--- config.mk ---
export PLATFORM = sky130hd
export DESIGN_NAME = exposure_timer_controller
export DESIGN_NICKNAME = d
export VERILOG_FILES = /design/src/rtl/core/etc_pkg.sv /design/src/rtl/core/etc_duty.sv /design/src/rtl/core/etc_ctrl.sv /design/src/rtl/core/exposure_timer_controller.sv
export VERILOG_INCLUDE_DIRS = /design/src /design/src/rtl/core
export SDC_FILE = /design/constraint.sdc
export NUM_CORES = 1
export LEC_CHECK = 0
export ABC_AREA = 1
export BUFFER_PORTS_ARGS = -buffer_cell sky130_fd_sc_hd__buf_2
export CORE_ASPECT_RATIO = 1.5
export CORE_MARGIN = 1
export CORE_UTILIZATION = 64
export DETAILED_ROUTE_END_ITERATION = 12
export PLACE_DENSITY = 0.82
export SLEW_MARGIN = 10
export SYNTH_ARGS = -nofsm -noshare
export SYNTH_HDL_FRONTEND = slang
export SYNTH_HIERARCHICAL = 1
export SYNTH_SLANG_ARGS = --single-unit
--- constraint.sdc ---
create_clock -name clk -period 16.07 [get_ports clk]
set_clock_uncertainty 0.2 [all_clocks]
set_input_delay 1.607 -clock clk [delete_from_list [all_inputs] [get_ports clk]]
set_output_delay 1.607 -clock clk [all_outputs]
set_load 0.1 [all_outputs]
--- src/rtl/core/exposure_timer_controller_macros.svh ---
`ifndef EXPOSURE_TIMER_CONTROLLER_MACROS_SVH
`define EXPOSURE_TIMER_CONTROLLER_MACROS_SVH

// same-cycle implication, checked only outside reset
`define ETC_ASSERT_NOW(label, ante, cons, msg) \
  label: assert property (@(posedge clk) disable iff (rst) (ante) |-> (cons)) \
    else $error(msg);

// next-cycle implication, checked only outside reset
`define ETC_ASSERT_NEXT(label, ante, cons, msg) \
  label: assert property (@(posedge clk) disable iff (rst) (ante) |=> (cons)) \
    else $error(msg);

`endif

--- src/rtl/core/etc_pkg.sv ---
`timescale 1ns / 1ps
`default_nettype none

package etc_pkg;

  localparam int MIN_W       = 8;
  localparam int SEC_W       = 6;
  localparam int INT_W       = 7;
  localparam int DUTY_W      = 8;
  localparam int LOCKOUT_W   = 16;
  localparam int TPS_W       = 10;
  localparam int CFG_DATA_W  = 16;

  localparam logic [SEC_W-1:0]     SEC_MAX       = SEC_W'(59);
  localparam logic [MIN_W-1:0]     MIN_MAX       = MIN_W'(255);
  localparam logic [INT_W-1:0]     INT_MAX_PCT   = INT_W'(100);
  localparam logic [LOCKOUT_W-1:0] SINCE_MAX     = '1;
  localparam logic [LOCKOUT_W-1:0] LOCKOUT_RESET = LOCKOUT_W'(200);
  localparam logic [TPS_W-1:0]     TPS_RESET     = TPS_W'(1000);

  // duty = (pct * 255) / 100 done as (pct * 255) * ceil(2^21 / 100) >> 21
  localparam int SCALED_W   = INT_W + DUTY_W;
  localparam int DUTY_SHIFT = 21;
  localparam logic [SCALED_W-1:0] DUTY_RECIP = SCALED_W'(20972);

  typedef enum logic [1:0] {
    MODE_MENU  = 2'd0,
    MODE_TIME  = 2'd1,
    MODE_INT   = 2'd2,
    MODE_COUNT = 2'd3
  } mode_t;

  typedef enum logic {
    CFG_LOCKOUT = 1'b0,
    CFG_TPS     = 1'b1
  } cfg_index_t;

  typedef struct packed {
    logic stop;
    logic start;
    logic enter;
    logic up;
    logic down;
  } btn_t;

  typedef struct packed {
    mode_t            mode;
    logic             cursor;
    logic [MIN_W-1:0] minutes;
    logic [SEC_W-1:0] seconds;
    logic [INT_W-1:0] intensity;
    logic             fin;
  } step_t;

  typedef struct packed {
    mode_t             mode;
    logic              cursor;
    logic [MIN_W-1:0]  minutes;
    logic [SEC_W-1:0]  seconds;
    logic [INT_W-1:0]  intensity;
    logic [DUTY_W-1:0] duty;
    logic              fin;
  } pay_t;

endpackage

`default_nettype wire

--- src/rtl/core/etc_duty.sv ---
`timescale 1ns / 1ps
`default_nettype none

module etc_duty
  import etc_pkg::*;
(
  input  mode_t             mode,
  input  logic [INT_W-1:0]  intensity,
  output logic [DUTY_W-1:0] duty
);

  logic [SCALED_W-1:0]   scaled;
  logic [2*SCALED_W-1:0] prod;

  // pct * 255 as (pct << 8) - pct
  assign scaled = {intensity, DUTY_W'(0)} - SCALED_W'(intensity);
  assign prod   = scaled * DUTY_RECIP;
  assign duty   = (mode == MODE_COUNT) ? prod[DUTY_SHIFT +: DUTY_W] : '0;

endmodule

`default_nettype wire

--- src/rtl/core/etc_ctrl.sv ---
`timescale 1ns / 1ps
`default_nettype none

module etc_ctrl
  import etc_pkg::*;
(
  input  logic                 clk,
  input  logic                 rst,
  input  logic                 accept,
  input  btn_t                 btn,
  input  logic [LOCKOUT_W-1:0] lockout_ms,
  input  logic [TPS_W-1:0]     ticks_per_second,
  output step_t                res
);

  mode_t                mode;
  logic                 cursor;
  logic [MIN_W-1:0]     minutes;
  logic [SEC_W-1:0]     seconds;
  logic [INT_W-1:0]     intensity;
  logic [LOCKOUT_W-1:0] since_press;
  logic [TPS_W-1:0]     prescaler;

  mode_t                mode_next;
  logic                 cursor_next;
  logic [MIN_W-1:0]     minutes_next;
  logic [SEC_W-1:0]     seconds_next;
  logic [INT_W-1:0]     intensity_next;
  logic [LOCKOUT_W-1:0] since_press_next;
  logic [TPS_W-1:0]     prescaler_next;
  logic                 fin;

  logic                 ready;
  logic                 taken;
  logic                 time_zero;
  logic [TPS_W-1:0]     tps;
  logic [TPS_W-1:0]     pre_inc;
  logic [MIN_W-1:0]     up_min;
  logic [SEC_W-1:0]     up_sec;
  logic [MIN_W-1:0]     dn_min;
  logic [SEC_W-1:0]     dn_sec;

  assign ready     = since_press > lockout_ms;
  assign time_zero = (minutes == '0) && (seconds == '0);
  assign tps       = (ticks_per_second == '0) ? TPS_W'(1) : ticks_per_second;
  assign pre_inc   = prescaler + TPS_W'(1);

  // one second up / down, saturating at 255:59 and 0:00
  always_comb begin
    up_min = minutes;
    up_sec = seconds;
    if (seconds >= SEC_MAX) begin
      if (minutes < MIN_MAX) begin
        up_sec = '0;
        up_min = minutes + MIN_W'(1);
      end
    end else begin
      up_sec = seconds + SEC_W'(1);
    end
    dn_min = minutes;
    dn_sec = seconds;
    if (seconds == '0) begin
      if (minutes != '0) begin
        dn_sec = SEC_MAX;
        dn_min = minutes - MIN_W'(1);
      end
    end else begin
      dn_sec = seconds - SEC_W'(1);
    end
  end

  always_comb begin
    mode_next      = mode;
    cursor_next    = cursor;
    minutes_next   = minutes;
    seconds_next   = seconds;
    intensity_next = intensity;
    prescaler_next = prescaler;
    fin            = 1'b0;
    taken          = 1'b0;
    if (mode == MODE_COUNT) begin
      if (ready && btn.stop) begin
        taken     = 1'b1;
        mode_next = MODE_MENU;
        fin       = 1'b1;
      end else if (time_zero) begin
        mode_next = MODE_MENU;
        fin       = 1'b1;
      end else if (pre_inc >= tps) begin
        prescaler_next = '0;
        minutes_next   = dn_min;
        seconds_next   = dn_sec;
        if ((dn_min == '0) && (dn_sec == '0)) begin
          mode_next = MODE_MENU;
          fin       = 1'b1;
        end
      end else begin
        prescaler_next = pre_inc;
      end
    end else if (ready) begin
      if (btn.up) begin
        taken = 1'b1;
        case (mode)
          MODE_MENU: cursor_next = 1'b0;
          MODE_TIME: begin
            minutes_next = up_min;
            seconds_next = up_sec;
          end
          default: begin
            if (intensity < INT_MAX_PCT) intensity_next = intensity + INT_W'(1);
          end
        endcase
      end else if (btn.down) begin
        taken = 1'b1;
        case (mode)
          MODE_MENU: cursor_next = 1'b1;
          MODE_TIME: begin
            minutes_next = dn_min;
            seconds_next = dn_sec;
          end
          default: begin
            if (intensity != '0) intensity_next = intensity - INT_W'(1);
          end
        endcase
      end else if (btn.start && (mode == MODE_MENU)) begin
        taken          = 1'b1;
        mode_next      = MODE_COUNT;
        prescaler_next = '0;
      end else if (btn.enter) begin
        taken = 1'b1;
        if (mode == MODE_MENU) begin
          mode_next = cursor ? MODE_INT : MODE_TIME;
        end else begin
          mode_next = MODE_MENU;
        end
      end
    end
    if (taken) begin
      since_press_next = '0;
    end else if (since_press != SINCE_MAX) begin
      since_press_next = since_press + LOCKOUT_W'(1);
    end else begin
      since_press_next = since_press;
    end
  end

  always_ff @(posedge clk) begin
    if (rst) begin
      mode        <= MODE_MENU;
      cursor      <= 1'b0;
      minutes     <= '0;
      seconds     <= '0;
      intensity   <= '0;
      since_press <= '0;
      prescaler   <= '0;
    end else if (accept) begin
      mode        <= mode_next;
      cursor      <= cursor_next;
      minutes     <= minutes_next;
      seconds     <= seconds_next;
      intensity   <= intensity_next;
      since_press <= since_press_next;
      prescaler   <= prescaler_next;
    end
  end

  assign res.mode      = mode_next;
  assign res.cursor    = cursor_next;
  assign res.minutes   = minutes_next;
  assign res.seconds   = seconds_next;
  assign res.intensity = intensity_next;
  assign res.fin       = fin;

endmodule

`default_nettype wire

--- src/rtl/core/exposure_timer_controller.sv ---
`timescale 1ns / 1ps
`default_nettype none

`include "exposure_timer_controller_macros.svh"

// Exposure timer controller. Each accepted item is one 1 ms tick with the five
// active-low button levels; it yields exactly one result beat with the state after
// that tick. The block takes one item per clock cycle while item_ready is high: the
// whole tick update is a single pass of next-state logic on the state registers, and
// the result is registered in the output stage, or in the skid entry while the output
// is stalled. A two-entry output register (output stage plus skid) keeps items flowing
// while one result is stalled; item_ready drops only when both entries hold results.
// Configuration writes are always ready and take effect on the next tick.
module exposure_timer_controller
  import etc_pkg::*;
(
  input  logic                  clk,
  input  logic                  rst,
  input  logic                  item_valid,
  output logic                  item_ready,
  input  logic                  stop_n,
  input  logic                  start_n,
  input  logic                  enter_n,
  input  logic                  up_n,
  input  logic                  down_n,
  input  logic                  cfg_valid,
  output logic                  cfg_ready,
  input  logic                  cfg_index,
  input  logic [CFG_DATA_W-1:0] cfg_data,
  output logic                  result_valid,
  input  logic                  result_ready,
  output logic [1:0]            mode,
  output logic                  cursor,
  output logic [MIN_W-1:0]      minutes,
  output logic [SEC_W-1:0]      seconds,
  output logic [INT_W-1:0]      intensity_pct,
  output logic [DUTY_W-1:0]     uv_duty,
  output logic                  finished
);

  logic [LOCKOUT_W-1:0] lockout_ms;
  logic [TPS_W-1:0]     ticks_per_second;
  logic                 accept;
  btn_t                 btn;
  step_t                res;
  logic [DUTY_W-1:0]    duty;
  pay_t                 pay;
  pay_t                 out_q;
  pay_t                 skid_q;
  logic                 skid_valid;

  assign cfg_ready  = 1'b1;
  assign item_ready = !skid_valid;
  assign accept     = item_valid && item_ready;

  assign btn.stop  = !stop_n;
  assign btn.start = !start_n;
  assign btn.enter = !enter_n;
  assign btn.up    = !up_n;
  assign btn.down  = !down_n;

  always_ff @(posedge clk) begin
    if (rst) begin
      lockout_ms       <= LOCKOUT_RESET;
      ticks_per_second <= TPS_RESET;
    end else if (cfg_valid && cfg_ready) begin
      case (cfg_index)
        CFG_LOCKOUT: lockout_ms       <= cfg_data[LOCKOUT_W-1:0];
        CFG_TPS:     ticks_per_second <= cfg_data[TPS_W-1:0];
        default: ;
      endcase
    end
  end

  etc_ctrl u_ctrl (
    .clk              (clk),
    .rst              (rst),
    .accept           (accept),
    .btn              (btn),
    .lockout_ms       (lockout_ms),
    .ticks_per_second (ticks_per_second),
    .res              (res)
  );

  etc_duty u_duty (
    .mode      (res.mode),
    .intensity (res.intensity),
    .duty      (duty)
  );

  assign pay.mode      = res.mode;
  assign pay.cursor    = res.cursor;
  assign pay.minutes   = res.minutes;
  assign pay.seconds   = res.seconds;
  assign pay.intensity = res.intensity;
  assign pay.duty      = duty;
  assign pay.fin       = res.fin;

  // output stage with skid entry
  always_ff @(posedge clk) begin
    if (rst) begin
      result_valid <= 1'b0;
      skid_valid   <= 1'b0;
    end else if (!result_valid || result_ready) begin
      result_valid <= skid_valid || accept;
      skid_valid   <= 1'b0;
    end else if (accept) begin
      skid_valid <= 1'b1;
    end
  end

  always_ff @(posedge clk) begin
    if (!result_valid || result_ready) begin
      out_q <= skid_valid ? skid_q : pay;
    end else if (accept) begin
      skid_q <= pay;
    end
  end

  assign mode          = out_q.mode;
  assign cursor        = out_q.cursor;
  assign minutes       = out_q.minutes;
  assign seconds       = out_q.seconds;
  assign intensity_pct = out_q.intensity;
  assign uv_duty       = out_q.duty;
  assign finished      = out_q.fin;

  `ETC_ASSERT_NOW(a_skid_needs_out, skid_valid, result_valid, "skid full with output empty")
  `ETC_ASSERT_NOW(a_duty_only_counting, result_valid && (uv_duty != '0), mode == MODE_COUNT, "lamp on outside countdown")
  `ETC_ASSERT_NOW(a_finish_to_menu, result_valid && finished, mode == MODE_MENU, "finish without return to menu")
  `ETC_ASSERT_NEXT(a_stall_blocks_input, result_valid && !result_ready && skid_valid, !accept || result_ready, "item taken with both entries held")

endmodule

`default_nettype wire
* Yosys cells after proc, flatten, opt, wreduce, memory -nomap -nowiden
Index checks and enable logic that the tools add are counted.
** Storage, ports and cells
- Register bits :: 144
- Input port bits :: 27
- Output and inout bits :: 36
** Operators by class
- Add/sub/neg operators :: 9
- Multipliers :: 1
- Order comparisons :: 5
- Equal/unequal tests :: 6
- Mux-type cells :: 77
- Bitwise gates (word level) :: 2
- Reductions and logical operators :: 31
** Operators by type and width (count)
- $mux 8 :: 14
- $mux 10 :: 9
- $mux 6 :: 13
- $mux 7 :: 8
- $mux 33 :: 1
- $mux 16 :: 2
- $mul 15x13->27 const B :: 1
- $mux 2 :: 12
- $mux 1 :: 18
- $add 16x1->16 const B :: 1
- $gt 16x16->1 :: 1
- $logic_not 8->1 :: 2
- $ne 16x16->1 const B :: 1
- $sub 15x7->15 :: 1
- $logic_not 6->1 :: 2
- $add 10x1->10 const B :: 1
- $ge 10x10->1 :: 1
- $logic_not 10->1 :: 1
- $reduce_bool 2->1 :: 5
- $add 8x1->8 const B :: 1
- $lt 8x8->1 const B :: 1
- $reduce_and 2->1 :: 4
- $reduce_bool 8->1 :: 1
- $sub 8x1->8 const B :: 1
- 17 further kinds :: 29

* Longest topological paths before layout
- Word-level depth :: 13
- Mapped depth :: 53
- Mapped depth without buffers :: 53

* By module
The synthesis kept the hierarchy.
** By module, submodules not included
- etc_ctrl :: times used 1, cells each 1019, area an instance 5851.9 um2, sequential area each 1001.0 um2
- etc_duty :: times used 1, cells each 604, area an instance 4441.8 um2, sequential area each 0.0 um2
- exposure_timer_controller :: times used 1, cells each 334, area an instance 3533.4 um2, sequential area each 2542.4 um2

* Worst setup path before layout
Ideal clock, no wire load.
- Kind :: input to register
- Start :: in up_n
- End :: reg out_q, in the netlist uv_duty[4] (data pin)
- Setup time :: 0.252 ns
- Arrival :: 7.547 ns
- Slack :: 8.071 ns
- Cell stages on the path :: 37
- Path buffers :: 2
- Cell sequence :: inv_1 buf_2 inv_1 clkbuf_1 a21oi_1 o21ai_0 nand2_1 o21ai_1 inv_1 nor2_1 nand2_1 nor2_1 nand2_1 o21ai_0 inv_1 fa_1 inv_1 ha_1 fa_1 fa_1 inv_1 fa_1 inv_1 ha_1 nand2_1 nor2_1 nand2_1 nor2_1 nand2_1 o21ai_0 nor2_1 nand2_1 nand2_1 nand2_1 nor2_1 nand2_1 nand2_1
** RTL lines
- from (decl) :: line exposure_timer_controller.sv:24 : input logic up_n,
- to (signal assigned) :: line exposure_timer_controller.sv:114 : out_q <= skid_valid ? skid_q : pay;
- to (decl) :: line exposure_timer_controller.sv:48 : pay_t out_q;

==> flow_metrics.env <==
export IMPL_status="completed"
export IMPL_cpPeakStageDelay_ns=0.74
export IMPL_areaGrowthSynthToFinish_pct=7.03
export IMPL_dr_pass1_iters=5
export IMPL_drive_above_1_share_pct=9.19
export IMPL_min_period_ns=8.81
export IMPL_wirelength_met1_mm=13.4
export IMPL_drv_cap=0
export IMPL_postLayoutCoreUtil_pct=70.0
export IMPL_n_antenna_cell=0
export IMPL_antenna_found_initial=0
export IMPL_clock_sinks=144
export IMPL_rsz0062_at_grt="false"
export IMPL_synth_cell_type_count=49
export IMPL_first_iter_violations=748
export IMPL_core_area_mm2=0.0211
export IMPL_yosys_top_cells_area="nand2_1 15%, edfxtp_1 14%, ha_1 12%"
export IMPL_grt_pass1_wl_mm=58.4
export IMPL_crit_path_max_fanout=27
export IMPL_synth_most_common_cell="nand2_1"
export IMPL_fp_dieArea_mm2=0.0222
export IMPL_grt_pass1_vias=12500
export IMPL_chipWidth_um=122
export IMPL_async_flop_share_pct=0
export IMPL_routed_wl_met2_mm=18.9
export IMPL_min_delay_path_class="flop to flop"
export IMPL_num_rows=65
export IMPL_syn_num_nets=2183
export IMPL_wl_per_cell_um=15.8
export IMPL_clockRootBuffer="clkbuf_16"
export IMPL_gp_congestion=0.954
export IMPL_cts_resized=0
export IMPL_grt_max_degree=37
export IMPL_vias=12600
export IMPL_worstPathArrival_ns=8.79
export IMPL_cts_setup_buffers=0
export IMPL_crit_required_ns=16.06
export IMPL_seq_area_frac_synth_pct=25.6
export IMPL_endpoint_kind="flop"
export IMPL_hold_ws_ns=0.279
export IMPL_syn_area_per_cell_um2=7.07
export IMPL_synth_edf_count=66
export IMPL_slew_viol_final=0
export IMPL_ctsHoldBuffers=0
export IMPL_num_io_pins=63
export IMPL_via_per_inst=5.56
export IMPL_wl_met3_mm=1.37
export IMPL_numCtsBuffers=17
export IMPL_netlist_top_cells_count="557 x nand2_1, 320 x inv_1, 162 x nor2_1, 153 x nand3_1, 134 x ha_1"
export IMPL_synth_top_area_cell="nand2_1"
export IMPL_grt_overflow_total=0
export IMPL_max_slew_margin_pct=38.0
export IMPL_hold_viol=0
export IMPL_critical_path_buf_inv_count=9
export IMPL_yosysWarnings=6
export IMPL_synth_cells=1957
export IMPL_grt_use_total_pct=33.8
export IMPL_final_fill_count=1833
export IMPL_clk_latency_ns=0.44
export IMPL_die_h_um=182
export IMPL_synthFlopType="dfxtp_1"
export IMPL_worst_slew_pin_slew_ns=0.921
export IMPL_path_class="input port to flop"
export IMPL_setup_violations=0
export IMPL_topRoutingLayerUsed="met4"
export IMPL_crit_path_frequent_cell="nand2_1"
export IMPL_synth_top_area_share_pct=15.1
export IMPL_drc=0
export IMPL_fin_crit_sh_pct=54.8
export IMPL_fmax_mhz=114
export IMPL_cp_slowest_cell="o21ai_0"
export IMPL_htree_levels=4
export IMPL_clockBufferDepth=2
export IMPL_io_buffers=61
export IMPL_start_util_pct=65.4
export IMPL_cts_tree="yes"
export IMPL_cp_start_kind="input port"
export IMPL_wirelength_mm=35.9
export IMPL_critPathTopFamily="adder cells"
export IMPL_final_area_mm2=0.0148
export IMPL_antenna_left=0
export IMPL_placed_cell_area_mm2=0.0142
export IMPL_finalSetupTns_ns=0
export IMPL_synth_seq_cells=144
export IMPL_path_clk_slew_ns=0.06
export IMPL_netlist_area_mm2=0.0138
export IMPL_nets=2215
export IMPL_dp_hpwl_mm=27.7
## metal layers
layer	track usage, %	up-vias
met5	0	-
met3	4.74	121
met2	61.6	388
met4	23.2	0
met1	35.1	5874
li1	-	6237
## kinds of logic after synthesis
logic type	share of synthesized area, %
adders and majority gates	21.5
AOI/OAI and AO/OA	8.25
xor gates and xnor gates	2.20
and+or+nand+nor	30.5
other	0.0271
DFF	25.6
buffers and inverters	11.8
## placed cells by master (no fill, tap or decap), types with 24 or more instances in the layout
cell	netlist	routed
xor2_1	24	24
nand2_1	557	557
nor3_1	25	24
o21ai_0	61	61
a21oi_1	96	96
ha_1	134	134
buf_2	22	61
fa_1	65	65
nor2_1	162	161
dfxtp_1	78	78
edfxtp_1	66	66
inv_1	320	320
nand3_1	153	153
## worst paths after layout
| kind | from | cells past startpoint | end | slack (ns) |
|---|---|---|---|---|
| setup reg to reg | u_ctrl/since_press[11]$_SDFFE_PP0P_ | 36 | uv_duty[7]$_DFFE_PP_ | 7.50 |
| hold / removal | lockout_ms[3]$_SDFFE_PP1P_ | 2 | lockout_ms[3]$_SDFFE_PP1P_ | 0.28 |
| hold reg to reg | lockout_ms[3]$_SDFFE_PP1P_ | 2 | lockout_ms[3]$_SDFFE_PP1P_ | 0.28 |
| setup / recovery | up_n | 35 | uv_duty[7]$_DFFE_PP_ | 7.26 |
## through the flow
step | instances | setup slack, ns
floorplan | 1957 | 8.07
global placement | 2238 | 7.17
detailed placement | 2238 | 6.93
CTS | 2270 | 7.33
global route | 2270 | 6.76
finish | 2270 | 7.26
## worst min-delay path, cell delays in order (launching register included)
cell and delay, ns:
dfxtp_1 0.34, nand2_1 0.06, nand3_1 0.05
## cell type report
| cell class | instances | area [um^2] | area share (%) |
|---|---|---|---|
| Timing Repair Buffer | 70 | 373 | 2.52 |
| Multi-Input combinational cell | 1412 | 8650 | 58.5 |
| Inverter | 344 | 1300 | 8.78 |
| Tap cell | 268 | 335 | 2.27 |
| Clock buffer | 19 | 443 | 2.99 |
| Clock inverter | 13 | 153 | 1.03 |
| Sequential cell | 144 | 3540 | 23.9 |
## sequential cells by signal, indices dropped and copies added (netlist names)
signal / count
intensity_pct: 7
u_ctrl/since_press: 16
u_ctrl/seconds: 6
skid_q: 33
u_ctrl/cursor: 1
skid_valid: 1
u_ctrl/intensity: 7
result_valid: 1
u_ctrl/minutes: 8
uv_duty: 8
cursor: 1
u_ctrl/prescaler: 10
seconds: 6
mode: 2
finished: 1
u_ctrl/mode: 2
minutes: 8
lockout_ms: 16
ticks_per_second: 10
Power is left out: the tool's default activity adds up to more than one toggle a clock period on the data nets, which glitch-free logic cannot reach.
